File: config.mk
export PLATFORM = sky130hd
export DESIGN_NAME = frasm_out
export DESIGN_NICKNAME = d
export VERILOG_FILES = /design/src/rtl/frasm_pkg.sv /design/src/rtl/frasm_out.sv
export SDC_FILE = /design/constraint.sdc
export NUM_CORES = 1
export LEC_CHECK = 0
export ABC_AREA = 1
export BUFFER_PORTS_ARGS = -buffer_cell sky130_fd_sc_hd__buf_4
export CAP_MARGIN = 10
export CORE_UTILIZATION = 43
export DETAILED_ROUTE_END_ITERATION = 12
export HOLD_SLACK_MARGIN = 0.03
export MAX_ROUTING_LAYER = met4
export PLACE_DENSITY = 0.85
export SLEW_MARGIN = 20
export SYNTH_ARGS = -nofsm -noshare
export SYNTH_HDL_FRONTEND = slang
export SYNTH_SLANG_ARGS = --single-unit
File: constraint.sdc
create_clock -name aclk -period 3.3 [get_ports aclk]
set_input_delay 0.495 -clock aclk [delete_from_list [all_inputs] [get_ports aclk]]
set_output_delay 0.495 -clock aclk [all_outputs]
set_load 0.05 [all_outputs]
File: src/rtl/frasm_pkg.sv
// Shared types and constants for the fragment reassembler.
// No dependencies; every module of the block imports this package.
`timescale 1ns / 1ps

package frasm_pkg;

    localparam int DEFAULT_BUFFER_BYTES = 4096;
    localparam int LEN_W                = 13;
    localparam int POSITION_MAX         = 8191;
    localparam int HEADER_LEN           = 6;
    localparam int OPCODE_LEN           = 2;

    localparam logic [LEN_W-1:0] MAX_MSG_RESET = 13'd4096;

    // Command carried in s_tuser.
    localparam logic CMD_FRAME = 1'b0;
    localparam logic CMD_READ  = 1'b1;

    // Result kind carried in m_tuser.
    localparam logic KIND_DONE = 1'b0;
    localparam logic KIND_READ = 1'b1;

    typedef struct packed {
        logic        kind;
        logic [15:0] opcode;
        logic [11:0] length;
        logic [15:0] number;
        logic        rd_hit;
    } frasm_res_t;

endpackage

File: src/rtl/frasm_out.sv
// Result path: a stage that waits for the buffer read data, then the output
// register that drives the master side. Depends on frasm_pkg.
`timescale 1ns / 1ps

module frasm_out (
    input  logic                  aclk,
    input  logic                  aresetn,
    input  logic                  accept,
    input  logic                  res_valid,
    input  frasm_pkg::frasm_res_t res,
    input  logic [7:0]            rd_data,
    output logic                  in_ready,
    output logic                  m_tvalid,
    input  logic                  m_tready,
    output logic [55:0]           m_tdata,
    output logic                  m_tuser
);

    import frasm_pkg::*;

    logic       st_valid_reg, st_valid_next;
    frasm_res_t st_reg;
    logic       out_valid_reg, out_valid_next;
    logic [55:0] out_data_reg;
    logic        out_user_reg;
    logic        advance;
    logic [7:0]  byte_out;

    // The stage moves on whenever the output register is free or being emptied.
    assign advance  = st_valid_reg && (!out_valid_reg || m_tready);
    assign in_ready = !st_valid_reg || advance;
    assign byte_out = st_reg.rd_hit ? rd_data : 8'd0;

    always_comb begin
        st_valid_next = st_valid_reg;
        if (accept) begin
            st_valid_next = res_valid;
        end else if (advance) begin
            st_valid_next = 1'b0;
        end
        out_valid_next = out_valid_reg;
        if (advance) begin
            out_valid_next = 1'b1;
        end else if (m_tready) begin
            out_valid_next = 1'b0;
        end
    end

    always_ff @(posedge aclk) begin
        if (!aresetn) begin
            st_valid_reg  <= 1'b0;
            out_valid_reg <= 1'b0;
        end else begin
            st_valid_reg  <= st_valid_next;
            out_valid_reg <= out_valid_next;
        end
    end

    always_ff @(posedge aclk) begin
        if (accept) begin
            st_reg <= res;
        end
        if (advance) begin
            out_data_reg <= {4'd0, byte_out, st_reg.number, st_reg.length, st_reg.opcode};
            out_user_reg <= st_reg.kind;
        end
    end

    assign m_tvalid = out_valid_reg;
    assign m_tdata  = out_data_reg;
    assign m_tuser  = out_user_reg;

endmodule

Word-level counts from Yosys, hierarchy flattened

Cells that the tools add are included.

Memory bits (writable): 0
Input bits: 59
Output and inout port bits: 59
Memories: 0
Logic and storage cells: 21
ROM bits: 0
Register bits after elaboration: 101
Bits in latches: 0

Multipliers: 0
Divide/modulo/power cells: 0
Bitwise logic cells: 0
Muxes and demuxes: 4
Equality and inequality tests: 0
Reduce and logical (&&, ||, !) cells: 7
$add $sub $neg: 0
Order comparisons: 0
Shifts and indexed selects: 0

Operator list:

| cell               | count |
|---|---|
| two-way mux 1 bit  | 4 |
| nonzero test 2 bit | 2 |
| zero test 1 bit    | 2 |
| logical OR 1 bit   | 2 |
| logical AND 1 bit  | 1 |

Longest topological paths before layout

Gate-level depths: netlist of run 1.

Depth in word-level cells: 5
Mapped depth: 4
Mapped depth without buffers: 4

Worst setup path after synthesis of run 1

No wires, ideal clock.

Kind: register -> register
Start point: register out_valid_reg, in the netlist m_tvalid
End point: register out_data_reg[0], in the netlist m_tdata[0] (enable)
Clock period less this slack: 3.657 ns
Setup slack: -0.357 ns
Stages on the path, launching flop included: 2
Buffers on the path: 0
Data required time: 2.819 ns
Library setup time: 0.481 ns
Arrival time: 3.177 ns
Cells stage by stage: dfxtp_1 -> a21oi_1

Cells in the longest elaborated chain, start to end: 3

Ends and longest elaborated chain:

| what                   | RTL line        | RTL |
|---|---|---|
| from (decl)            | frasm_out.sv:23 | `logic out_valid_reg, out_valid_next;` |
| from (signal assigned) | frasm_out.sv:55 | `out_valid_reg <= out_valid_next;` |
| zero test 1 bit        | frasm_out.sv:30 | `assign advance = st_valid_reg && (!out_valid_reg \|\| m_tready);` |
| logical OR 1 bit       | frasm_out.sv:30 |  |
| logical AND 1 bit      | frasm_out.sv:30 |  |
| net advance            | frasm_out.sv:26 | `logic advance;` |
| to (signal assigned)   | frasm_out.sv:64 | `out_data_reg <= {4'd0, byte_out, st_reg.number, st_reg.length, st_reg.opcode};` |
| to (decl)              | frasm_out.sv:24 | `logic [55:0] out_data_reg;` |

The timed path passes the listed nets, and every way through them passes these cells.
A chain may end at the register's enable or synchronous reset.

Worst setup path after layout of run 1

Start point: register st_valid_reg
End point: register out_data_reg[14], in the netlist m_tdata[14] (enable)

Cells in the longest elaborated chain, start to end: 1

Ends and longest elaborated chain:

| what                   | RTL line        | RTL |
|---|---|---|
| from (decl)            | frasm_out.sv:21 | `logic st_valid_reg, st_valid_next;` |
| from (signal assigned) | frasm_out.sv:54 | `st_valid_reg <= st_valid_next;` |
| logical AND 1 bit      | frasm_out.sv:30 |  |
| net advance            | frasm_out.sv:26 |  |

The timed path passes the listed nets, and every way through them passes these cells.

==> results by group, run 1 <==
Timing
  • Minimum clock period: 1.62 ns
  • Slew @ Worst Pin: 0.801 ns
  • Crit share post-route: 48.9%
  • Slew Viols, Final: 0
  • FMAX: 0.619 GHz
  • RSZ-0062 raised after global routing: no
  • Final clock skew: 0.00835 ns
  • Final Hold Fails: 0
  • Worst slew margin: 46.5%
  • Setup_tns: 0 ns
  • Final setup vio count: 0

Yosys
  • YS warnings: 0
  • Yosys cell types: 10
  • Post-synth top flop: edfxtp_1
  • Syn Area/Cell: 23.6 µm²
  • Register area share after synthesis: 95.3%
  • Synthesized area: 0.00316 mm²
  • Top post-synthesis cells by area: edfxtp_1, inv_1, nand2_1, dfxtp_1, buf_4
  • Synth Register Bits: 101
  • Mapped Cells: 134
  • Dominant cell type by area after synthesis: edfxtp_1
  • Post-synth top cells: edfxtp_1, inv_1, nand2_1, buf_4
  • Post-synth top area share: 94.1%
  • Async SR Flop Fraction: 0%
  • Post-synth EDFFs: 99
  • Most used standard cell by instance count after synthesis: edfxtp_1

Critical path
  • CP Data Arrival Time: 1.67 ns
  • Worst setup SP type: flip-flop
  • Required @ worst endpoint: 3.35 ns
  • Max FO, Critical Path: 29
  • Crit path kind: flip-flop to flip-flop
  • Endpoint type of the worst setup path: flip-flop

Finish
  • Nets: 316
  • Number of flip-flops under the largest register name: 52
  • Antenna Cells: 0
  • Layout Area Growth over Synthesis: 36.7%
  • Fill cells: 490
  • Layout cells sized above 1: 49.6%

Placed design
  • Number of I/O port buffers: 113
  • Dpl hpwl: 3.30 mm
  • Final Wtd Congestion: 0.653

Global route
  • GRT Util Overall: 12.7%
  • Largest net degree at the start of global routing: 49
  • Initial antenna violation count: 0
  • First-pass GRT wire length: 6.47 mm
  • Vias in the first global route: 1446
  • Grt total ovfl: 0

Clocking
  • Clk_lat worst skew: 0.35 ns
  • # clock sinks: 101
  • Htree depth: 3
  • Post-CTS Resized: 0
  • CTS root buf: clkbuf_8
  • Post-CTS Hold Fix Bufs: 0
  • CTS tree: built
  • Clock tree buffer depth: 2
  • Clk slew on worst S/H paths: 0.10 ns
  • Setup bufs post-CTS: 0
  • Num CTS Buffers: 9

Run
  • # Max-Cap Violations: 0

Power
  • Peak VDD IR: 282 µV
  • Lkg Pwr: 0.00172 µW
  • Power per cell area: 572 mW/mm²
  • Power, Total: 2470 µW

Die
  • Core Area: 0.00694 mm²
  • Die Span Y: 87.7 µm
  • Starting Density: 45.5%
  • Die Wd: 87.7 µm
  • Row count: 30
  • # IOs: 118
  • Die area: 0.00770 mm²

Drt
  • Drt total wl: 4.65 mm
  • Initial DRC Count: 57
  • DR pass1 iterations: 4
  • Via Count: 1518
  • Drt drc: 0
  • Vias/cell: 4.24
  • WL per Instance: 13.0 µm
  • Post-route ant nets: 0

Min path
  • Hold crit path type: primary input to flip-flop

Run status
  • Run status: completed
==> through the flow <==
step / hold WS, ns / setup slack [ns] / cells / area, µm² / util, %
2_1_floorplan: 0.400 / 0.768 / 137 / 3180 / -
3_3_place_gp: 0.400 / 1.42 / 342 / 4140 / 59.6
3_5_place_dp: 0.405 / 1.37 / 342 / 4140 / 59.6
4_1_cts: 0.288 / 1.64 / 358 / 4320 / 62.2
5_1_grt: 0.285 / 1.57 / 358 / 4320 / 62.2
6_report: 0.312 / 1.68 / 358 / 4320 / 62.2
==> cells in the final DEF, fill, tap and decap left out <==
| cell type | count |
|---|---|
| a21boi_0 | 1 |
| a21oi_1 | 1 |
| a21oi_4 | 1 |
| buf_12 | 1 |
| buf_4 | 113 |
| clkbuf_1 | 1 |
| clkbuf_8 | 9 |
| clkinv_4 | 1 |
| clkinvlp_4 | 2 |
| conb_1 | 4 |
| dfxtp_1 | 2 |
| edfxtp_1 | 99 |
| inv_1 | 12 |
| inv_6 | 1 |
| inv_8 | 2 |
| nand2_1 | 11 |
| nand3_1 | 1 |
==> per-layer routing <==
metal	part of all wire (%)	wire length [µm]	track usage, %
met5	0	0	-
met4	1.8	86	8.05
met3	8.0	373	4.81
met2	54	2520	21.4
met1	36	1670	12.2
==> power breakdown <==
| part | switching (µW) | leakage [µW] | internal (µW) |
|---|---|---|---|
| Combinational | 160 | 0.000676 | 84.3 |
| Sequential | 21.0 | 0.000960 | 1500 |
| Clock | 414 | 0.0000869 | 289 |
| Total | 596 | 0.00172 | 1870 |
==> cell type report <==
| class | count | area, µm² | area share [%] |
|---|---|---|---|
| repair buffers | 114 | 868 | 20.1 |
| inverters | 12 | 45.0 | 1.04 |
| flip-flops and latches | 101 | 3010 | 69.8 |
| well taps | 96 | 120 | 2.78 |
| clock buffers | 10 | 128 | 2.95 |
| multi-input cells | 19 | 90.1 | 2.09 |
| clock inverters | 6 | 55.1 | 1.27 |
==> cells by family (layout without fill, tap and decap cells) <==
family | after synthesis | count (layout) | share of synthesized area (%)
AOI/OAI and AO/OA | 3 | 3 | 0.554
other | 1 | 4 | 0.119
DFF | 101 | 101 | 95.3
and+or+nand+nor | 12 | 12 | 1.46
buffers and inverters | 17 | 142 | 2.53
==> path summary, 6_finish.rpt <==
check / to / cells after the start / slack [ns] / from
max: m_tdata[14] / 3 / 1.68 / st_valid_reg
min reg2reg: m_tdata[26] / 0 / 0.42 / st_reg[27]
min: st_reg[25] / 1 / 0.31 / res[25]
max reg2reg: m_tdata[14] / 3 / 1.68 / st_valid_reg
==> critical path: stages, from the launching register on <==
cell and delay [ns]:
dfxtp_1 0.34, inv_1 0.07, a21oi_4 0.62, buf_12 0.27
Power figures use the tool's default switching activity.
==> run 2, diff against run 1 <==
--- a/config.mk
+++ b/config.mk
@@ -5,14 +5,14 @@
 export SDC_FILE = /design/constraint.sdc
 export NUM_CORES = 1
 export LEC_CHECK = 0
-export ABC_AREA = 1
+export ABC_AREA = 0
 export BUFFER_PORTS_ARGS = -buffer_cell sky130_fd_sc_hd__buf_4
 export CAP_MARGIN = 10
-export CORE_UTILIZATION = 43
+export CORE_UTILIZATION = 48
 export DETAILED_ROUTE_END_ITERATION = 12
 export HOLD_SLACK_MARGIN = 0.03
 export MAX_ROUTING_LAYER = met4
-export PLACE_DENSITY = 0.85
+export PLACE_DENSITY = 0.89
 export SLEW_MARGIN = 20
 export SYNTH_ARGS = -nofsm -noshare
 export SYNTH_HDL_FRONTEND = slang
==> constraint.sdc (replaced) <==
create_clock -name aclk -period 1.6 [get_ports aclk]
set_input_delay 0.24 -clock aclk [delete_from_list [all_inputs] [get_ports aclk]]
set_output_delay 0.24 -clock aclk [all_outputs]
set_load 0.05 [all_outputs]
==> run 2 against run 1 <==
Net effect:
- via count barely moved
- routed wire length is 8.3% higher
- register-to-register slack got worse by 1.3 ns
- synthesized cell count fell by 9.7%
- total power rose by 110%
- design area down 0.17%
- clock-buffer cell count is the same
- critical path depth is the same
- critical endpoint is now in_ready
==> results by group, run 2 <==
Run
  • # Max-Cap Violations: 0

Finish
  • Layout Cells excl Fill: 326
  • Nets: 304
  • Fill cells: 440
  • Layout Area Growth over Synthesis: 37.1%
  • Layout cells sized above 1: 51.8%
  • Commonest non-fill, non-tap cell in the layout: buf_4
  • Commonest cells after routing, fill and taps aside: buf_4, edfxtp_1, clkbuf_8, and2_1, conb_1
  • Antenna Cells: 0
  • Final core occ: 67.9%
  • Number of flip-flops under the largest register name: 52

Critical path
  • FF-to-FF path depth: 3
  • Required @ worst endpoint: 1.36 ns
  • Worst reg2reg startpoint: m_tvalid
  • FF-to-FF End: m_tdata[8]
  • Worst setup SP type: flip-flop
  • Max FO, Critical Path: 3
  • Crit path kind: flip-flop to output port
  • Reg2reg setup slack: 0.39 ns
  • CP Data Arrival Time: 1.13 ns
  • Endpoint type of the worst setup path: output port

Die
  • Die Span Y: 83.0 µm
  • # IOs: 118
  • Die Wd: 83.0 µm
  • Starting Density: 49.5%
  • Row count: 29
  • Core Area: 0.00635 mm²
  • Die area: 0.00688 mm²

Power
  • Power per cell area: 1190 mW/mm²
  • Peak VDD IR: 670 µV
  • Lkg Pwr: 0.00166 µW

Timing
  • Crit share post-route: 85.6%
  • Minimum clock period: 1.37 ns
  • RSZ-0062 raised after global routing: no
  • Final setup vio count: 0
  • Final Hold Fails: 0
  • Final clock skew: 0.00482 ns
  • Slew Viols, Final: 0
  • Worst slew margin: 60.5%
  • FMAX: 0.730 GHz
  • Min Hold Slack: 0.0666 ns
  • Slew @ Worst Pin: 0.593 ns
  • Setup ws final: 0.231 ns

Drt
  • Initial DRC Count: 85
  • DR pass1 iterations: 4
  • Post-route ant nets: 0
  • Drt drc: 0
  • Vias/cell: 4.66
  • Drt total wl: 5.04 mm
  • WL per Instance: 15.5 µm
  • Via Count: 1519

Global route
  • Vias in the first global route: 1622
  • First-pass GRT wire length: 7.87 mm
  • Grt total ovfl: 0
  • Initial antenna violation count: 0
  • GRT Util Overall: 16.1%
  • Largest net degree at the start of global routing: 54

Yosys
  • Synth Register Bits: 101
  • Most used standard cell by instance count after synthesis: edfxtp_1
  • Post-synth top cells: edfxtp_1, and2_1, buf_4, dfxtp_1, nand2_1
  • Top post-synthesis cells by area: edfxtp_1, and2_1, dfxtp_1, buf_4, nand4bb_1
  • Register area share after synthesis: 95.8%
  • Syn Area/Cell: 26.0 µm²
  • Post-synth top area share: 94.5%
  • Synthesized area: 0.00315 mm²
  • YS warnings: 0
  • Mapped Cells: 121
  • Post-synth EDFFs: 99
  • Post-synth top flop: edfxtp_1
  • Dominant cell type by area after synthesis: edfxtp_1
  • Async SR Flop Fraction: 0%
  • Yosys cell types: 11

Clocking
  • Post-CTS Hold Fix Bufs: 0
  • Post-CTS Resized: 0
  • Clk slew on worst S/H paths: 0.09 ns
  • Setup bufs post-CTS: 0
  • Clock tree buffer depth: 2
  • CTS root buf: clkbuf_8
  • Num CTS Buffers: 9
  • CTS tree: built
  • # clock sinks: 101
  • Htree depth: 3
  • Clk_lat worst skew: 0.34 ns

Placed design
  • Number of I/O port buffers: 113
  • Placed Cells: 311
  • Final Wtd Congestion: 0.668
  • Worst slack, placed: 0.387 ns

Min path
  • Hold crit path type: primary input to flip-flop
  • Hold Path Sink: st_reg[45]
  • WHS Path Cells: 1
  • Worst hold start: res[45]

Run status
  • Run status: completed
run 2: cell types whose count changed after synthesis, sizes merged:
cell and change:
o21a +1, nand2 -9, nand3 -1, nor2b +2
buf -1, inv -12, nand4bb +1, and2 +8
a21oi -2
run 2: how the worst max path moves through the flow:
stage	to	depth (start not counted)	start	slack (ns)
2_1_floorplan	m_tdata[0]	2	m_tvalid	-0.15
3_3_place_gp	m_tdata[14]	3	m_tvalid	0.41
3_5_place_dp	m_tdata[41]	3	m_tvalid	0.39
4_1_cts	in_ready	3	m_tvalid	0.20
5_1_grt	in_ready	3	m_tvalid	0.18
6_report	in_ready	3	m_tvalid	0.23
run 2: cell type report:
class | instances | area (µm²) | share of cell area (%)
timing repair buffer | 114 | 868 | 20.1
clock inverter | 5 | 76.3 | 1.77
multi-input combinational | 19 | 126 | 2.93
sequential | 101 | 3020 | 70.0
tap | 77 | 96.3 | 2.23
clock buffer | 10 | 128 | 2.96
run 2: report_power, final:
group | internal (µW) | switching (µW)
clock | 866 | 776
combinational | 153 | 249
sequential | 3070 | 36.8
run 2: layer usage:
layer	vias up	track usage (%)	wire, µm
met5	-	-	0
met4	0	8.93	89
met3	9	6.76	518
met2	90	24.4	2430
met1	712	18.3	2010
li1	708	-	-
run 2: worst max-delay path, stage by stage (launching register included):
cell,delay (ns)
dfxtp_4,0.35
nor2b_4,0.17
nand2_1,0.07
buf_4,0.19
run 2: kinds of logic after synthesis:
kind of cell / synth area share, %
flip-flops: 95.8
AND/OR/NAND/NOR: 2.67
buffers and inverters: 0.955
AO/OA/AOI/OAI: 0.478
other: 0.119
run 2: stage by stage:
step	total power [µW]	TNS, ns	area (µm²)
final	5150	0	4310
after global routing	5330	0	4310
after CTS	5210	0	4310
after detailed placement	3580	0	4110
after global placement	3560	0	4110
after floorplan	3360	-8.20	3170
==> run 3, diff against run 2 <==
--- a/config.mk
+++ b/config.mk
@@ -12,7 +12,7 @@
 export DETAILED_ROUTE_END_ITERATION = 12
 export HOLD_SLACK_MARGIN = 0.03
 export MAX_ROUTING_LAYER = met4
-export PLACE_DENSITY = 0.89
+export PLACE_DENSITY = 0.78
 export SLEW_MARGIN = 20
 export SYNTH_ARGS = -nofsm -noshare
 export SYNTH_HDL_FRONTEND = slang
==> run 3 against run 2 <==
Net effect:
- final cell count up 0.31%
- global-route usage down 0.64 points
- sequential power about the same
- routed wire length down 1.9%
- sequential cell count unchanged
- die area unchanged
- non-clock buffer count unchanged
- critical path type unchanged
- largest cell class unchanged
- largest power group unchanged
==> results by group, run 3 (synthesis results as in run 2) <==
Power
  • Combinational Power Share: 8.0%
  • Lkg Pwr: 0.00165 µW
  • Power per cell area: 1160 mW/mm²
  • Clock share of power: 29.7%
  • Pint: 3940 µW
  • P_sw: 1060 µW
  • Switching Fraction: 21.1%
  • Peak VDD IR: 702 µV
  • Sequential power share: 62.3%
  • Power, Total: 4990 µW

Global route
  • GRT Util Overall: 15.5%
  • Vias in the first global route: 1539
  • Global Route met1 Usage: 18.6%
  • Met2 Use GR: 23.1%
  • Gr busiest metal: met2
  • Met3 usage: 6.06%
  • Largest net degree at the start of global routing: 54
  • Initial antenna violation count: 0
  • First-pass GRT wire length: 7.53 mm
  • Grt total ovfl: 0

Clocking
  • Post-CTS Hold Fix Bufs: 0
  • Num CTS Buffers: 9
  • Clk_lat worst skew: 0.34 ns
  • # clock sinks: 101
  • Post-CTS Resized: 0
  • Setup bufs post-CTS: 0
  • CTS root buf: clkbuf_8
  • Htree depth: 3
  • Clock tree buffer depth: 2
  • CTS tree: built
  • Clk slew on worst S/H paths: 0.09 ns

Finish
  • Commonest cells after routing, fill and taps aside: buf_4, edfxtp_1, clkbuf_8, and2_1, conb_1
  • Fill cells: 408
  • Sequential cell area: 0.00302 mm²
  • Number of flip-flops under the largest register name: 52
  • Area of the multi-input gates: 126 µm²
  • Layout Area Growth over Synthesis: 36.4%
  • Antenna Cells: 0
  • Layout cells sized above 1: 51.6%
  • Nets: 304
  • Commonest non-fill, non-tap cell in the layout: buf_4
  • Layout Cells excl Fill: 327

Placed design
  • Worst slack, placed: 0.378 ns
  • Final Wtd Congestion: 0.688
  • Number of I/O port buffers: 113
  • Dpl hpwl: 3.37 mm
  • Placed Cells: 311

Drt
  • Initial DRC Count: 57
  • Via Count: 1515
  • Vias/cell: 4.63
  • Drt drc: 0
  • WL per Instance: 15.1 µm
  • Drt total wl: 4.95 mm
  • DR pass1 iterations: 6
  • Post-route ant nets: 0

Critical path
  • Required @ worst endpoint: 1.36 ns
  • Worst setup SP type: flip-flop
  • Critical-path cell list: nor2b_4 -> nand2_1 -> buf_4
  • Worst path slowest cell: dfxtp_4
  • WP buf/inv: 1
  • Levels on crit path: 3
  • FF-to-FF path depth: 3
  • Max FO, Critical Path: 3
  • Delay of the slowest cell on the worst path: 0.35 ns
  • CP Data Arrival Time: 1.16 ns
  • Largest delay share family, worst path: flip-flops
  • Crit path kind: flip-flop to output port
  • Endpoint type of the worst setup path: output port

Timing
  • FMAX: 0.716 GHz
  • Setup_tns: 0 ns
  • Minimum clock period: 1.40 ns
  • Slew @ Worst Pin: 0.587 ns
  • Final Hold Fails: 0
  • Final clock skew: 0.00765 ns
  • Setup ws final: 0.203 ns
  • RSZ-0062 raised after global routing: no
  • Slew Viols, Final: 0
  • Final setup vio count: 0
  • Crit share post-route: 87.3%
  • Worst slew margin: 60.9%

Min path
  • WHS Path Cells: 1
  • Hold crit path type: primary input to flip-flop

Die
  • Row count: 29
  • # IOs: 118
  • Die area: 0.00688 mm²
  • Die Wd: 83.0 µm
  • Die Span Y: 83.0 µm
  • Core Area: 0.00635 mm²
  • Starting Density: 49.5%

Run status
  • Run status: completed

Run
  • # Max-Cap Violations: 0
run 3: worst paths after layout:
kind,start,endpoint,slack [ns]
min reg2reg,st_reg[30],m_tdata[1],0.42
min,res[19],st_reg[19],0.07
max,m_tvalid,in_ready,0.20
max reg2reg,m_tvalid,m_tdata[44],0.37
run 3: power by group through the flow:
stage / Clock, µW / Combinational (µW) / Sequential (µW)
6_report: 1480 / 401 / 3110
5_1_grt: 1620 / 420 / 3120
4_1_cts: 1540 / 406 / 3110
3_5_place_dp: 0 / 406 / 3170
3_3_place_gp: 0 / 399 / 3160
2_1_floorplan: 0 / 57.1 / 3310
run 3: metrics by stage:
step                      instance area [µm²]  hold WS, ns  util [%]
after floorplan                          3170        0.339         -
after global placement                   4110        0.400      64.7
after detailed placement                 4110        0.405      64.7
after CTS                                4290       0.0485      67.6
after global routing                     4290       0.0454      67.6
final                                    4290       0.0687      67.6
run 3: worst reg2reg max path: stages (launching register included):
cell and delay, ns:
dfxtp_4 0.35, nor2b_4 0.14, nor2b_4 0.12, buf_12 0.28
run 3: metal layers:
metal | part of all wire [%] | up-vias | routed length (µm)
li1 | - | 708 | -
met1 | 40 | 701 | 1980
met2 | 49 | 100 | 2400
met3 | 10 | 6 | 502
met4 | 1.2 | 0 | 60
met5 | 0 | - | 0
run 3: area by class of cell:
class,instances,share of cell area (%)
Multi-Input combinational cell,19,2.95
Sequential cell,101,70.3
Timing Repair Buffer,114,20.2
Clock buffer,11,3.06
Tap cell,77,2.25
Clock inverter,5,1.20
