File: src/rtl/frasm_pkg.sv
// Shared types and constants for the fragment reassembler.
// No dependencies; every module of the block imports this package.
`timescale 1ns / 1ps

package frasm_pkg;

    localparam int DEFAULT_BUFFER_BYTES = 4096;
    localparam int LEN_W                = 13;
    localparam int POSITION_MAX         = 8191;
    localparam int HEADER_LEN           = 6;
    localparam int OPCODE_LEN           = 2;

    localparam logic [LEN_W-1:0] MAX_MSG_RESET = 13'd4096;

    // Command carried in s_tuser.
    localparam logic CMD_FRAME = 1'b0;
    localparam logic CMD_READ  = 1'b1;

    // Result kind carried in m_tuser.
    localparam logic KIND_DONE = 1'b0;
    localparam logic KIND_READ = 1'b1;

    typedef struct packed {
        logic        kind;
        logic [15:0] opcode;
        logic [11:0] length;
        logic [15:0] number;
        logic        rd_hit;
    } frasm_res_t;

endpackage

File: src/rtl/frasm_ctrl.sv
// Frame parser and message state: header capture, fragment checks, buffer
// addressing and completion reports. Depends on frasm_pkg.
`timescale 1ns / 1ps

module frasm_ctrl #(
    parameter int BUFFER_BYTES = frasm_pkg::DEFAULT_BUFFER_BYTES,
    parameter int ADDR_W       = $clog2(BUFFER_BYTES)
) (
    input  logic                     aclk,
    input  logic                     aresetn,
    input  logic                     cfg_we,
    input  logic [frasm_pkg::LEN_W-1:0] cfg_value,
    input  logic                     accept,
    input  logic                     command,
    input  logic [7:0]               frame_byte,
    input  logic                     frame_end,
    input  logic                     frame_bad,
    input  logic [11:0]              read_offset,
    output logic                     wr_en,
    output logic [ADDR_W-1:0]        wr_addr,
    output logic [7:0]               wr_data,
    output logic                     rd_en,
    output logic [ADDR_W-1:0]        rd_addr,
    output logic                     res_valid,
    output frasm_pkg::frasm_res_t    res
);

    import frasm_pkg::*;

    localparam int BUF_CAP = (BUFFER_BYTES > POSITION_MAX) ? POSITION_MAX : BUFFER_BYTES;

    logic [LEN_W-1:0] max_bytes_reg;
    logic [47:0]      header_reg, header_next;
    logic [LEN_W-1:0] pos_reg, pos_next;
    logic             ovf_reg, ovf_next;
    logic [15:0]      id_reg, id_next;
    logic [15:0]      exp_reg, exp_next;
    logic [15:0]      total_reg, total_next;
    logic [LEN_W-1:0] stored_reg, stored_next;
    logic [7:0]       op_lo_reg, op_lo_next;
    logic [7:0]       op_hi_reg, op_hi_next;

    logic [LEN_W-1:0] limit;
    logic [LEN_W:0]   pay_addr;
    logic [LEN_W-1:0] pos_inc;
    logic             ovf_w;
    logic [LEN_W-1:0] stored_w;
    logic [47:0]      header_w;
    logic [15:0]      h_id, h_idx, h_cnt, idx_inc;
    logic [LEN_W-1:0] base_len;
    logic [LEN_W:0]   msg_len;
    logic [LEN_W-1:0] rd_byte;

    assign limit = (max_bytes_reg > LEN_W'(BUF_CAP)) ? LEN_W'(BUF_CAP) : max_bytes_reg;
    assign pay_addr = {1'b0, stored_reg} + {1'b0, pos_reg} - (LEN_W+1)'(HEADER_LEN);
    assign rd_byte  = LEN_W'(read_offset) + LEN_W'(OPCODE_LEN);

    // Header as it stands once the current byte is in.
    assign header_w = (pos_reg < LEN_W'(HEADER_LEN))
                    ? header_reg | (48'(frame_byte) << {pos_reg[2:0], 3'b000})
                    : header_reg;

    assign h_id    = header_w[15:0];
    assign h_idx   = header_w[31:16];
    assign h_cnt   = header_w[47:32];
    assign idx_inc = h_idx + 16'd1;

    always_comb begin
        header_next = header_reg;
        pos_next    = pos_reg;
        ovf_next    = ovf_reg;
        id_next     = id_reg;
        exp_next    = exp_reg;
        total_next  = total_reg;
        stored_next = stored_reg;
        op_lo_next  = op_lo_reg;
        op_hi_next  = op_hi_reg;
        wr_en       = 1'b0;
        rd_en       = 1'b0;
        res_valid   = 1'b0;
        pos_inc     = pos_reg;
        ovf_w       = ovf_reg;
        stored_w    = stored_reg;
        base_len    = stored_reg;
        msg_len     = '0;

        res.kind   = KIND_DONE;
        res.opcode = {op_hi_reg, op_lo_reg};
        res.length = '0;
        res.number = id_reg;
        res.rd_hit = 1'b0;

        if (accept && command == CMD_READ) begin
            rd_en      = 1'b1;
            res_valid  = 1'b1;
            res.kind   = KIND_READ;
            res.opcode = '0;
            res.number = '0;
            res.rd_hit = rd_byte < stored_reg;
        end else if (accept) begin
            ovf_w = ovf_reg | frame_bad;
            if (pos_reg < LEN_W'(HEADER_LEN)) begin
                header_next = header_w;
                // The index is complete once its high byte is in.
                if (pos_reg == LEN_W'(HEADER_LEN - 1) && header_reg[31:16] == 16'd0) begin
                    stored_w = '0;
                end
            end else begin
                if (pay_addr >= {1'b0, limit}) begin
                    ovf_w = 1'b1;
                end else if (!ovf_w) begin
                    wr_en = 1'b1;
                    if (pay_addr == '0) begin
                        op_lo_next = frame_byte;
                    end
                    if (pay_addr == (LEN_W+1)'(1)) begin
                        op_hi_next = frame_byte;
                    end
                end
            end
            if (pos_reg < LEN_W'(POSITION_MAX)) begin
                pos_inc = pos_reg + LEN_W'(1);
            end else begin
                ovf_w = 1'b1;
            end
            pos_next    = pos_inc;
            ovf_next    = ovf_w;
            stored_next = stored_w;

            if (frame_end) begin
                header_next = '0;
                pos_next    = '0;
                ovf_next    = 1'b0;
                base_len    = (h_idx == 16'd0) ? LEN_W'(0) : stored_w;
                msg_len     = {1'b0, base_len} + {1'b0, pos_inc} - (LEN_W+1)'(HEADER_LEN);
                if (ovf_w || pos_inc < LEN_W'(HEADER_LEN) || h_idx == 16'd0 && h_cnt == 16'd0
                    || h_idx != 16'd0 && (total_reg == 16'd0 || h_id != id_reg
                    || h_idx != exp_reg || h_cnt != total_reg)) begin
                    id_next     = '0;
                    exp_next    = '0;
                    total_next  = '0;
                    stored_next = '0;
                end else if (idx_inc < h_cnt) begin
                    id_next     = h_id;
                    total_next  = h_cnt;
                    exp_next    = idx_inc;
                    stored_next = msg_len[LEN_W-1:0];
                end else if (msg_len < (LEN_W+1)'(OPCODE_LEN)) begin
                    id_next     = '0;
                    exp_next    = '0;
                    total_next  = '0;
                    stored_next = '0;
                end else begin
                    // The message is complete; its payload stays readable.
                    res_valid   = 1'b1;
                    res.opcode  = {op_hi_next, op_lo_next};
                    res.length  = 12'(msg_len - (LEN_W+1)'(OPCODE_LEN));
                    res.number  = h_id;
                    id_next     = '0;
                    exp_next    = '0;
                    total_next  = '0;
                    stored_next = msg_len[LEN_W-1:0];
                end
            end
        end
    end

    assign wr_addr = ADDR_W'(pay_addr);
    assign wr_data = frame_byte;
    assign rd_addr = ADDR_W'(rd_byte);

    always_ff @(posedge aclk) begin
        if (!aresetn) begin
            max_bytes_reg <= MAX_MSG_RESET;
            header_reg    <= '0;
            pos_reg       <= '0;
            ovf_reg       <= 1'b0;
            id_reg        <= '0;
            exp_reg       <= '0;
            total_reg     <= '0;
            stored_reg    <= '0;
        end else begin
            if (cfg_we) begin
                max_bytes_reg <= cfg_value;
            end
            header_reg <= header_next;
            pos_reg    <= pos_next;
            ovf_reg    <= ovf_next;
            id_reg     <= id_next;
            exp_reg    <= exp_next;
            total_reg  <= total_next;
            stored_reg <= stored_next;
        end
    end

    always_ff @(posedge aclk) begin
        op_lo_reg <= op_lo_next;
        op_hi_reg <= op_hi_next;
    end

endmodule

File: config.mk
export PLATFORM = sky130hd
export DESIGN_NAME = frasm_ctrl
export DESIGN_NICKNAME = d
export VERILOG_FILES = /design/src/rtl/frasm_pkg.sv /design/src/rtl/frasm_ctrl.sv
export SDC_FILE = /design/constraint.sdc
export NUM_CORES = 1
export LEC_CHECK = 0
export ABC_AREA = 0
export ABC_CLOCK_PERIOD_IN_PS = 9700
export BUFFER_PORTS_ARGS = -buffer_cell sky130_fd_sc_hd__buf_4
export CORE_AREA = 2 2 163 165
export DETAILED_ROUTE_END_ITERATION = 8
export DIE_AREA = 0 0 165 167
export GPL_TIMING_DRIVEN = 0
export SLEW_MARGIN = 10
export SYNTH_ARGS = -nofsm -noshare
export SYNTH_HDL_FRONTEND = slang
export SYNTH_SLANG_ARGS = --single-unit
File: constraint.sdc
create_clock -name aclk -period 9.7 [get_ports aclk]
set_input_delay 1.94 -clock aclk [delete_from_list [all_inputs] [get_ports aclk]]
set_output_delay 1.94 -clock aclk [all_outputs]
set_load 0.01 [all_outputs]
[Word-level counts from Yosys, hierarchy flattened]
Cells that the tools add are included.
Widths: inputs -> output; s select.
Word-level totals
  register bits: 152
  input port bits: 40
  output and inout port bits: 81
  word-level logic and storage cells: 113
Cells by class
  $lt $le $gt $ge: 8
  $add $sub $neg: 8
  bitwise operators: 3
  mux-type cells: 58
  shift-type cells: 1
  equal/unequal tests: 5
  reduce and logical (&&, ||, !) cells: 20
Operator list (count)
  $mux 44: 5
  $mux 13: 14
  $mux 48: 3
  $mux 16: 8
  $logic_not 16->1: 4
  $mux 8: 8
  $ne 16x16->1: 3
  $or 48x48->48: 1
  $shl 8x6->48: 1
  $add 13x13->14: 2
  $sub 14x3->14 const B: 2
  $lt 13x3->1 const B: 2
  $mux 1: 19
  $add 16x1->16 const B: 1
  $lt 16x16->1: 1
  $reduce_bool 16->1: 1
  $eq 14x1->1 const B: 1
  $ge 14x13->1: 1
  $logic_not 14->1: 1
  $lt 14x2->1 const B: 1
  $add 12x2->13 const B: 1
  $add 13x1->13 const B: 1
  $eq 13x3->1 const B: 1
  $gt 13x13->1 const B: 1
  other kinds (11): 20

[Longest topological paths before layout]
Gate-level depths: netlist of the first run.
  word-level depth: 16
  mapped depth: 26
  depth with buffers taken out: 24

[Least setup slack after synthesis of the first run]
No wires, ideal clock.
  path kind: input-to-output
  start: input port frame_byte[5]
  end: output port res[10] (netlist bit)
  required time: 7760 ps
  path slack: 1038 ps
  data arrival time: 6722 ps
  path buffers: 2
  stages: 21
  cell sequence: or4bb_1 nor4_2 nor2_1 nand4_1 nor4_1 a31oi_1 clkbuf_1 nand2_1 ha_1 inv_1 ha_1 nor2b_1 o31a_1 o211ai_1 nand2_1 o311ai_1 and4b_1 a21oi_1 nand2_1 buf_2 o2bb2ai_1
RTL lines
  start, declared: RTL line frasm_ctrl.sv:15  | input logic [7:0] frame_byte,
  end, declared: RTL line frasm_ctrl.sv:25  | output frasm_pkg::frasm_res_t res

==> metrics.md, run 1 <==
| Metric | Value |
|---|---|
| Clock Root Buffer | `clkbuf_16` |
| Post-synth top cells | `145 x nor2_1, 137 x inv_1, 136 x dfxtp_1` |
| Ys flop type | `dfxtp_1` |
| Async set-reset flop share out of synthesis | `0%` |
| Sw frac | `28.2%` |
| DR vias | `11624` |
| Power Total | `1.53 mW` |
| Warnings from Yosys | `0` |
| Final nets | `1723` |
| Min Tclk post-route | `9.58 ns` |
| Fin crit share | `98.7%` |
| Slowest cell on the critical path | `clkbuf_1` |
| Chip Width | `165 um` |
| Syn avg cell area | `7.88 sq um` |
| Int Pwr | `1.10 mW` |
| Post-synth EDFFs | `16` |
| Sequential power share | `42.4%` |
| Clock Tree Buf Depth | `2` |
| Wire length per cell | `22.1 um` |
| Clk slew on worst S/H paths | `0.06 ns` |
| P&R area growth vs syn | `19.1%` |
| Status | `finished clean` |
| Setup TNS | `0 ns` |
| Syn nets | `1583` |
| Hold Path Class | `reg -> reg` |
| Final slew viol count | `0` |
| DP HPWL | `33500 um` |
| Worst Path Required | `7.76 ns` |
| Syn Inst Count | `1445` |
| Critical path peak fanout | `10` |
| Worst VDD drop | `0.0000977 V` |
| Netlist cell types | `88` |
| P_leak | `5.62 nW` |
| Worst Skew | `0.0143 ns` |
| Post-CTS Hold Buffers | `0` |
| Slew HR | `16.2%` |
| Port Buffers | `116` |
| Y dimension of the die | `167 um` |
| Core area | `25800 sq um` |
| Crit. End Element | `primary output` |
| Critical path cell sequence | `clkbuf_1 -> inv_1 -> nor2_1 -> a21oi_4 -> nand4_1 -> nor4_4 -> a31oi_4 -> buf_6 -> nand2_1 -> ha_1 -> inv_1 -> ha_1 -> nor2b_1 -> o31a_1 -> o211ai_1 -> nand2_2 -> o311ai_4 -> and4b_2 -> a211oi_4 -> nand4_1 -> buf_4 -> a32oi_4 -> o32ai_1 -> buf_4` |
| Area contributors post-synth | `dfxtp_1 24%, ha_1 11%, nor2_1 4.8%` |
| First-pass GRT wire length | `64600 um` |
| Startpoint types | `primary input` |
| Final hold vios | `0` |
| Largest net degree at the start of global routing | `25` |
| Area of the die | `27600 sq um` |
| TritonCTS buffer count | `17` |
| GP Congestion | `1.01` |
| NetSw | `0.430 mW` |
| Arr. time, crit path | `7.64 ns` |
| DR DRC count | `0` |
| Antenna Violating Nets Remaining | `0` |
| Max cap viols | `0` |
| Clk sink count | `152` |
| Pwr dens | `113 nW/um^2` |
| Synth Register Bits | `152` |
| Top cell type's share of synthesized area | `23.9%` |
| Seq/Total Area, Yosys | `28.1%` |
| Max incr delay on CP | `0.50 ns` |
| Vias in the first global route | `11087` |
| All-Layer GR Usage | `31.0%` |
| Most frequent cell after synthesis | `nor2_1` |
| Crit Path Category | `in -> out` |
| Ant. Diodes | `0` |
| Worst r2r src | `pos_reg[1]` |
| Synth area leader | `dfxtp_1` |
| Max reg flops | `48` |
| Placement Rows | `59` |
| Drt pass-1 iters | `6` |
| Grt ovf | `0` |
| Initial antenna violation count | `0` |
| Initial Utilization | `44.2%` |
| Vias per cell | `6.01` |
| # IOs | `121` |
| Share of cells above drive strength 1 | `15.3%` |
| Clock insertion delay at the later pin of the skew report | `0.45 ns` |
| 1st-iter DRT viols | `945` |
| H-Tree Depth | `4` |
| Least-Margin Pin Slew | `1.25 ns` |
| Fmax | `104 MHz` |
| Final setup viols | `0` |
| Clock power frac | `46.4%` |
| Hold path start | `exp_reg[1]` |
| Power share of the combinational group | `11.2%` |
| Critical path origin | `frame_byte[2]` |
| Mapped Area | `11400 sq um` |
| CTS tree | `built` |
| Final wirelength | `42800 um` |
==> power by group through the flow <==
stage | logic (mW) | clock network (mW) | registers [mW]
2_1_floorplan | 0.0892 | 0 | 0.660
3_3_place_gp | 0.160 | 0 | 0.661
3_5_place_dp | 0.161 | 0 | 0.662
4_1_cts | 0.164 | 0.712 | 0.647
5_1_grt | 0.182 | 0.735 | 0.648
6_report | 0.170 | 0.708 | 0.647
==> metrics by stage <==
step           hold slack [ns]  instance area (sq um)  worst slack (ns)  utilization [%]  instances
4_1_cts                  0.453                  13400           0.00206             52.1       1929
5_1_grt                  0.487                  13600           -0.0133             52.6       1933
3_5_place_dp             0.445                  12700             -1.45             49.2       1896
3_3_place_gp             0.444                  12700             -1.47             49.2       1896
6_report                 0.455                  13600             0.122             52.6       1933
2_1_floorplan            0.432                  11400              1.04                -       1445
==> final timing paths <==
check,end,slack [ns],cells after the start
setup / recovery,res[39],0.12,24
hold / removal,exp_reg[1],0.46,2
setup reg to reg,id_reg[10],2.96,22
hold reg to reg,exp_reg[1],0.46,2
==> cell type report <==
| class | count | area, sq um |
|---|---|---|
| fillers | 2528 | 12200 |
| flip-flops and latches | 152 | 3200 |
| plain buffers | 77 | 392 |
| clock inverters | 14 | 176 |
| well taps | 335 | 419 |
| multi-input cells | 1076 | 7500 |
| clock buffers | 18 | 429 |
| inverters | 140 | 529 |
| repair buffers | 121 | 908 |
==> what timing repair did <==
action	4_1_cts	5_1_grt
gates resized for setup	26	21
hold endpoints to repair	0	0
pin swaps	3	6
setup endpoints to repair	45	44
setup buffers	1	4
==> routing by layer <==
| layer | global-route usage [%] | vias up | wire, um |
|---|---|---|---|
| li1 | - | 5509 | - |
| met1 | 39.1 | 5523 | 17700 |
| met2 | 50.9 | 474 | 20100 |
| met3 | 6.10 | 118 | 2930 |
| met4 | 14.1 | 0 | 2110 |
| met5 | 0 | - | 0 |
==> critical path, delay by kind of cell <==
kind	cells	cell delay, ns
AO/OA/AOI/OAI	8	2.28
AND/OR/NAND/NOR	8	1.47
buffers and inverters	6	1.35
adder cells (fa/ha/maj)	2	0.60
==> cell families (layout without fill, tap and decap cells) <==
kind of cell               count (synthesis)  count (layout)  synth area share [%]
AOI/OAI and AO/OA                        384             384                  22.9
xor gates and xnor gates                  68              68                  5.23
adders and majority gates                 98              98                  10.9
buffers and inverters                    217             370                  7.97
DFF                                      152             152                  28.1
muxes                                     17              17                  1.51
and+or+nand+nor                          509             509                  23.4
==> placed cells by master, fill, tap and decap left out, types with 30 or more instances in the layout <==
cell type  count
nor2_1       141
inv_1        136
dfxtp_1      136
buf_4        133
nand2_1      120
ha_1          96
a21oi_1       78
o21ai_0       58
xnor2_1       40
clkbuf_1      38
nand4_1       37
nand3_1       30
Power figures use the tool's default switching activity.
==> run 2, diff against run 1 <==
- CORE_AREA: 2 2 163 165 -> 5 5 166 168
- DIE_AREA: 0 0 165 167 -> 0 0 171 173
==> run 2 against run 1 <==
  * Final area decreased by 0.20%
  * Maximum frequency rose by 0.30%
  * Critical path type unchanged
  * Clock-buffer cell count unchanged
  * Sequential power hardly changed
==> metrics.md, run 2 (same netlist as run 1, synthesis figures left out) <==
| Metric | Value |
|---|---|
| Vias per cell | `6.05` |
| Top Family by Delay on Critical Path | `compound AO/OA/AOI/OAI gates` |
| GRT busiest layer | `met2` |
| CP most frequent cell | `buf_4` |
| DR vias | `11691` |
| Max cap viols | `0` |
| Commonest cells after routing, fill and taps aside | `138 x nor2_1, 136 x dfxtp_1, 134 x inv_1` |
| Worst VDD drop | `0.000114 V` |
| Y dimension of the die | `173 um` |
| Worst Path Required | `7.76 ns` |
| Slowest cell on the critical path | `nor2_2` |
| Antenna Violating Nets Remaining | `0` |
| NetSw | `0.436 mW` |
| Max reg flops | `48` |
| Clk sink count | `152` |
| Power share of the combinational group | `11.3%` |
| Worst r2r src | `pos_reg[1]` |
| Clock Root Buffer | `clkbuf_16` |
| Final nets | `1721` |
| First-pass GRT wire length | `64200 um` |
| Met3 Use GR | `4.36%` |
| Hold Path Depth | `2` |
| All-Layer GR Usage | `27.9%` |
| TritonCTS buffer count | `17` |
| Port Buffers | `116` |
| Clock Tree Buf Depth | `2` |
| DR DRC count | `0` |
| Core area | `25800 sq um` |
| Max incr delay on CP | `0.50 ns` |
| RSZ-0062 raised after global routing | `true` |
| Hold path start | `exp_reg[1]` |
| Sequential power share | `43.3%` |
| Final setup viols | `0` |
| Vias in the first global route | `11073` |
| Worst Skew | `0.0112 ns` |
| 1st-iter DRT viols | `1334` |
| P&R area growth vs syn | `18.8%` |
| Finished Layout Cells | `1931` |
| Placement Rows | `59` |
| CTS tree | `built` |
| Initial antenna violation count | `0` |
| Fmax | `105 MHz` |
| R2R depth | `24` |
| Int Pwr | `1.06 mW` |
| Clock insertion delay at the later pin of the skew report | `0.44 ns` |
| Startpoint types | `primary input` |
| Wire length per cell | `22.0 um` |
| GR Util met1 | `35.5%` |
| Post-Place Cells | `1896` |
| RR Endpoint | `op_lo_reg[6]` |
| Slew HR | `12.0%` |
| Hold Path Class | `reg -> reg` |
| Filler cells | `2556` |
| Grt ovf | `0` |
| Min Tclk post-route | `9.55 ns` |
| Sw frac | `29.2%` |
| P_leak | `5.59 nW` |
| Area of the die | `29600 sq um` |
| Power Total | `1.49 mW` |
| Fin area | `13500 sq um` |
| Least-Margin Pin Slew | `1.31 ns` |
| Final hold vios | `0` |
| Critical path peak fanout | `10` |
| R2R setup slack | `3.12 ns` |
| Share of cells above drive strength 1 | `15.5%` |
| Arr. time, crit path | `7.61 ns` |
| Largest net degree at the start of global routing | `25` |
| Crit Path Category | `in -> out` |
| Status | `finished clean` |
| # IOs | `121` |
| Bufs and invs on worst path | `6` |
| Grt met2 use | `46.4%` |
| Chip Width | `171 um` |
| Initial Utilization | `44.2%` |
| Ant. Diodes | `0` |
| DP HPWL | `33600 um` |
| Clk slew on worst S/H paths | `0.07 ns` |
| Commonest non-fill, non-tap cell in the layout | `nor2_1` |
| Worst Hold Margin | `0.456 ns` |
| Fin crit share | `98.4%` |
| GP Congestion | `0.998` |
| Final wirelength | `42500 um` |
| Drt pass-1 iters | `8` |
| Final slew viol count | `0` |
| Clock power frac | `45.4%` |
| H-Tree Depth | `4` |
| Critical path cell sequence | `buf_4 -> clkinvlp_4 -> nor2_2 -> a21oi_4 -> nand4_1 -> nor4_4 -> a31oi_4 -> buf_4 -> nand2_1 -> ha_1 -> inv_1 -> ha_1 -> nor2b_1 -> o31a_1 -> o211ai_1 -> nand2_1 -> o311ai_4 -> and4b_1 -> a211oi_4 -> nand4_1 -> buf_4 -> a32oi_4 -> o32ai_1 -> buf_4` |
| Setup TNS | `0 ns` |
| Post-DP Area | `12700 sq um` |
| Crit. End Element | `primary output` |
| Hold EP | `exp_reg[1]` |
| Pwr dens | `110 nW/um^2` |
==> run 2: metrics by stage <==
stage          utilization [%]  setup slack [ns]
2_1_floorplan                -              1.04
6_report                  52.5             0.151
3_5_place_dp              49.2             -1.47
5_1_grt                   52.5           -0.0255
3_3_place_gp              49.2             -1.43
4_1_cts                   52.0            0.0276
==> run 2: power by group through the flow <==
| stage | sequential (mW) | clock (mW) | combinational, mW |
|---|---|---|---|
| 6_report | 0.647 | 0.679 | 0.169 |
| 3_5_place_dp | 0.662 | 0 | 0.161 |
| 5_1_grt | 0.648 | 0.707 | 0.180 |
| 4_1_cts | 0.647 | 0.681 | 0.164 |
| 3_3_place_gp | 0.661 | 0 | 0.160 |
| 2_1_floorplan | 0.660 | 0 | 0.0892 |
==> run 2: layout make-up <==
class | count | area, sq um | area share [%]
flip-flops and latches | 152 | 3200 | 23.7
inverters | 140 | 537 | 3.97
repair buffers | 119 | 893 | 6.60
plain buffers | 77 | 390 | 2.89
clock inverters | 14 | 131 | 0.971
well taps | 335 | 419 | 3.10
multi-input cells | 1076 | 7500 | 55.5
clock buffers | 18 | 450 | 3.33
==> run 2: metal layers <==
| metal | up-vias | part of all wire [%] |
|---|---|---|
| li1 | 5510 | - |
| met1 | 5512 | 41 |
| met2 | 543 | 47 |
| met3 | 126 | 7.4 |
| met4 | 0 | 4.6 |
| met5 | - | 0 |
==> run 2: worst max-delay path by stage <==
stage | from | to | cells past startpoint
final | frame_byte[4] | res[43] | 24
after global routing | frame_byte[5] | res[43] | 24
after CTS | frame_byte[0] | res[43] | 24
after detailed placement | frame_byte[7] | res[14] | 23
after global placement | frame_byte[7] | res[11] | 23
after floorplan | frame_byte[5] | res[10] | 21
==> run 2: tightest hold or removal path, stage by stage (launching register included) <==
cell and delay (ns):
dfxtp_1 0.31, nand2_1 0.05, a21oi_1 0.05
==> run 2: repair_timing <==
item / 4_1_cts / 5_1_grt
pin swaps: 3 / 4
resized for setup: 25 / 29
hold buffers: 0 / 0
endpoints found under the hold margin: 0 / 0
setup buffers: 1 / 2
setup endpoints to repair: 45 / 40
==> run 3, diff against run 2 <==
- CORE_AREA: 5 5 166 168 -> 8 8 190 192
- DIE_AREA: 0 0 171 173 -> 0 0 198 200
==> run 3 against run 2 <==
  * Worst setup slack better by 0.12 ns
  * Routed wire length up 4.1%
  * Via count down 0.88%
  * Maximum frequency up 1.2%
  * Clock power down 5.3%
  * Final cell count up 6.2%
  * Core utilization down 11 points
==> metrics.md, run 3 (same netlist as run 1, synthesis figures left out) <==
| Metric | Value |
|---|---|
| Final nets | `1729` |
| Startpoint types | `primary input` |
| Slew HR | `22.0%` |
| Least-Margin Pin Slew | `1.16 ns` |
| Worst Path Required | `7.76 ns` |
| # IOs | `121` |
| Area of the die | `39600 sq um` |
| Wire length per cell | `21.5 um` |
| Post-Place Cells | `2009` |
| Filler cells | `3448` |
| Y dimension of the die | `200 um` |
| Chip Width | `198 um` |
| Final hold vios | `0` |
| Largest net degree at the start of global routing | `25` |
| Grt ovf | `0` |
| Initial Utilization | `34.4%` |
| Clock insertion delay at the later pin of the skew report | `0.45 ns` |
| Post-layout util | `41.5%` |
| Commonest cells after routing, fill and taps aside | `139 x nor2_1, 138 x buf_4, 136 x dfxtp_1` |
| H-Tree Depth | `4` |
| Crit Path Category | `in -> out` |
| Core area | `33100 sq um` |
| Clock Root Buffer | `clkbuf_16` |
| All-Layer GR Usage | `22.1%` |
| Worst VDD drop | `0.000137 V` |
| Status | `finished clean` |
| Ant. Diodes | `0` |
| Antenna Violating Nets Remaining | `0` |
| DP HPWL | `34900 um` |
| Fmax | `106 MHz` |
| P_leak | `5.61 nW` |
| Initial antenna violation count | `1` |
| Worst Skew | `0.0146 ns` |
| 1st-iter DRT viols | `1070` |
| Vias per cell | `5.65` |
| TritonCTS buffer count | `17` |
| Vias in the first global route | `11361` |
| Min Tclk post-route | `9.43 ns` |
| Placement Rows | `67` |
| Port Buffers | `116` |
| CTS tree | `built` |
| DR DRC count | `0` |
| Final slew viol count | `0` |
| Max cap viols | `0` |
| GP Congestion | `0.968` |
| DR vias | `11588` |
| Crit. End Element | `primary output` |
| First-pass GRT wire length | `67000 um` |
| Share of cells above drive strength 1 | `16.2%` |
| Hold Path Class | `reg -> reg` |
| Max reg flops | `48` |
| Arr. time, crit path | `7.49 ns` |
| Final wirelength | `44200 um` |
| Final setup viols | `0` |
| Fin crit share | `97.2%` |
| RSZ-0062 raised after global routing | `true` |
| P&R area growth vs syn | `20.6%` |
| Clock Tree Buf Depth | `2` |
| Clk slew on worst S/H paths | `0.06 ns` |
| Pwr dens | `107 nW/um^2` |
| Finished Layout Cells | `2050` |
| Drt pass-1 iters | `5` |
| Commonest non-fill, non-tap cell in the layout | `nor2_1` |
| Clk sink count | `152` |
| Critical path peak fanout | `9` |
## run 3: changes by cell type in the layout (fill, tap and decap cells not counted), moves of 2 or more
cell      delta
o32ai_1      -2
buf_4        +6
o32ai_2      +2
and4b_1      -2
clkbuf_1     +2
clkbuf_8     +2
clkinv_2     +2
clkbuf_2     -3
inv_6        -4
inv_8        -3
## run 3: timing repair
item,in CTS,in global routing
resized for setup,29,30
hold buffers,0,0
endpoints found under the setup margin,45,44
buffers inserted,4,7
pin swaps,4,9
cloned,0,0
## run 3: worst max-delay path: stages
cell and delay (ns):
clkbuf_2 0.29, clkinvlp_4 0.28, nor2_2 0.44, a21oi_2 0.19, inv_1 0.17, nor4_2 0.08
a31oi_2 0.28, buf_6 0.19, nand2_1 0.07, ha_1 0.27, inv_1 0.04, ha_1 0.35
nor2b_1 0.17, o31a_1 0.32, or4_1 0.41, o311a_1 0.19, and3_1 0.23, and4b_2 0.29
a211oi_4 0.30, nand4_1 0.13, buf_4 0.17, a32oi_4 0.35, o22ai_1 0.17, buf_4 0.17
## run 3: area by class of cell
cell class / count / area, sq um / area share [%]
Tap cell: 448 / 561 / 4.08
Buffer: 77 / 390 / 2.84
Timing Repair Buffer: 127 / 966 / 7.03
Multi-Input combinational cell: 1076 / 7530 / 54.8
Clock buffer: 20 / 478 / 3.48
Inverter: 140 / 537 / 3.91
Clock inverter: 10 / 70.1 / 0.510
Sequential cell: 152 / 3200 / 23.3
## run 3: metrics by stage
step                      worst slack, ns  instance area [sq um]  hold slack, ns  total power [mW]  TNS [ns]
after global placement              -1.51                  12800           0.444             0.823    -53.77
after detailed placement            -1.56                  12800           0.449             0.824    -55.78
after global routing              -0.0504                  13700           0.497              1.50    -0.239
final                               0.268                  13700           0.456              1.46         0
after CTS                          0.0100                  13500           0.458              1.46         0
after floorplan                      1.04                  11400           0.432             0.749         0
## run 3: final timing paths
kind / start / endpoint / slack, ns / cells after the start
max: frame_byte[3] / res[33] / 0.27 / 24
max reg2reg: pos_reg[1] / op_hi_reg[7] / 2.94 / 24
min: exp_reg[1] / exp_reg[1] / 0.46 / 2
min reg2reg: exp_reg[1] / exp_reg[1] / 0.46 / 2
## run 3: metal layers
layer  GRT usage [%]  vias up  share of wire [%]
met4            12.0        2                4.9
li1                -     5526                  -
met1            26.8     5491                 42
met2            36.8      442                 47
met3            4.11      127                6.1
met5               0        -              0.027
## run 3: where the power goes
| part | internal (mW) | total [mW] | switching [mW] |
|---|---|---|---|
| Clock | 0.353 | 0.643 | 0.290 |
| Sequential | 0.643 | 0.647 | 0.00487 |
| Combinational | 0.0632 | 0.173 | 0.109 |
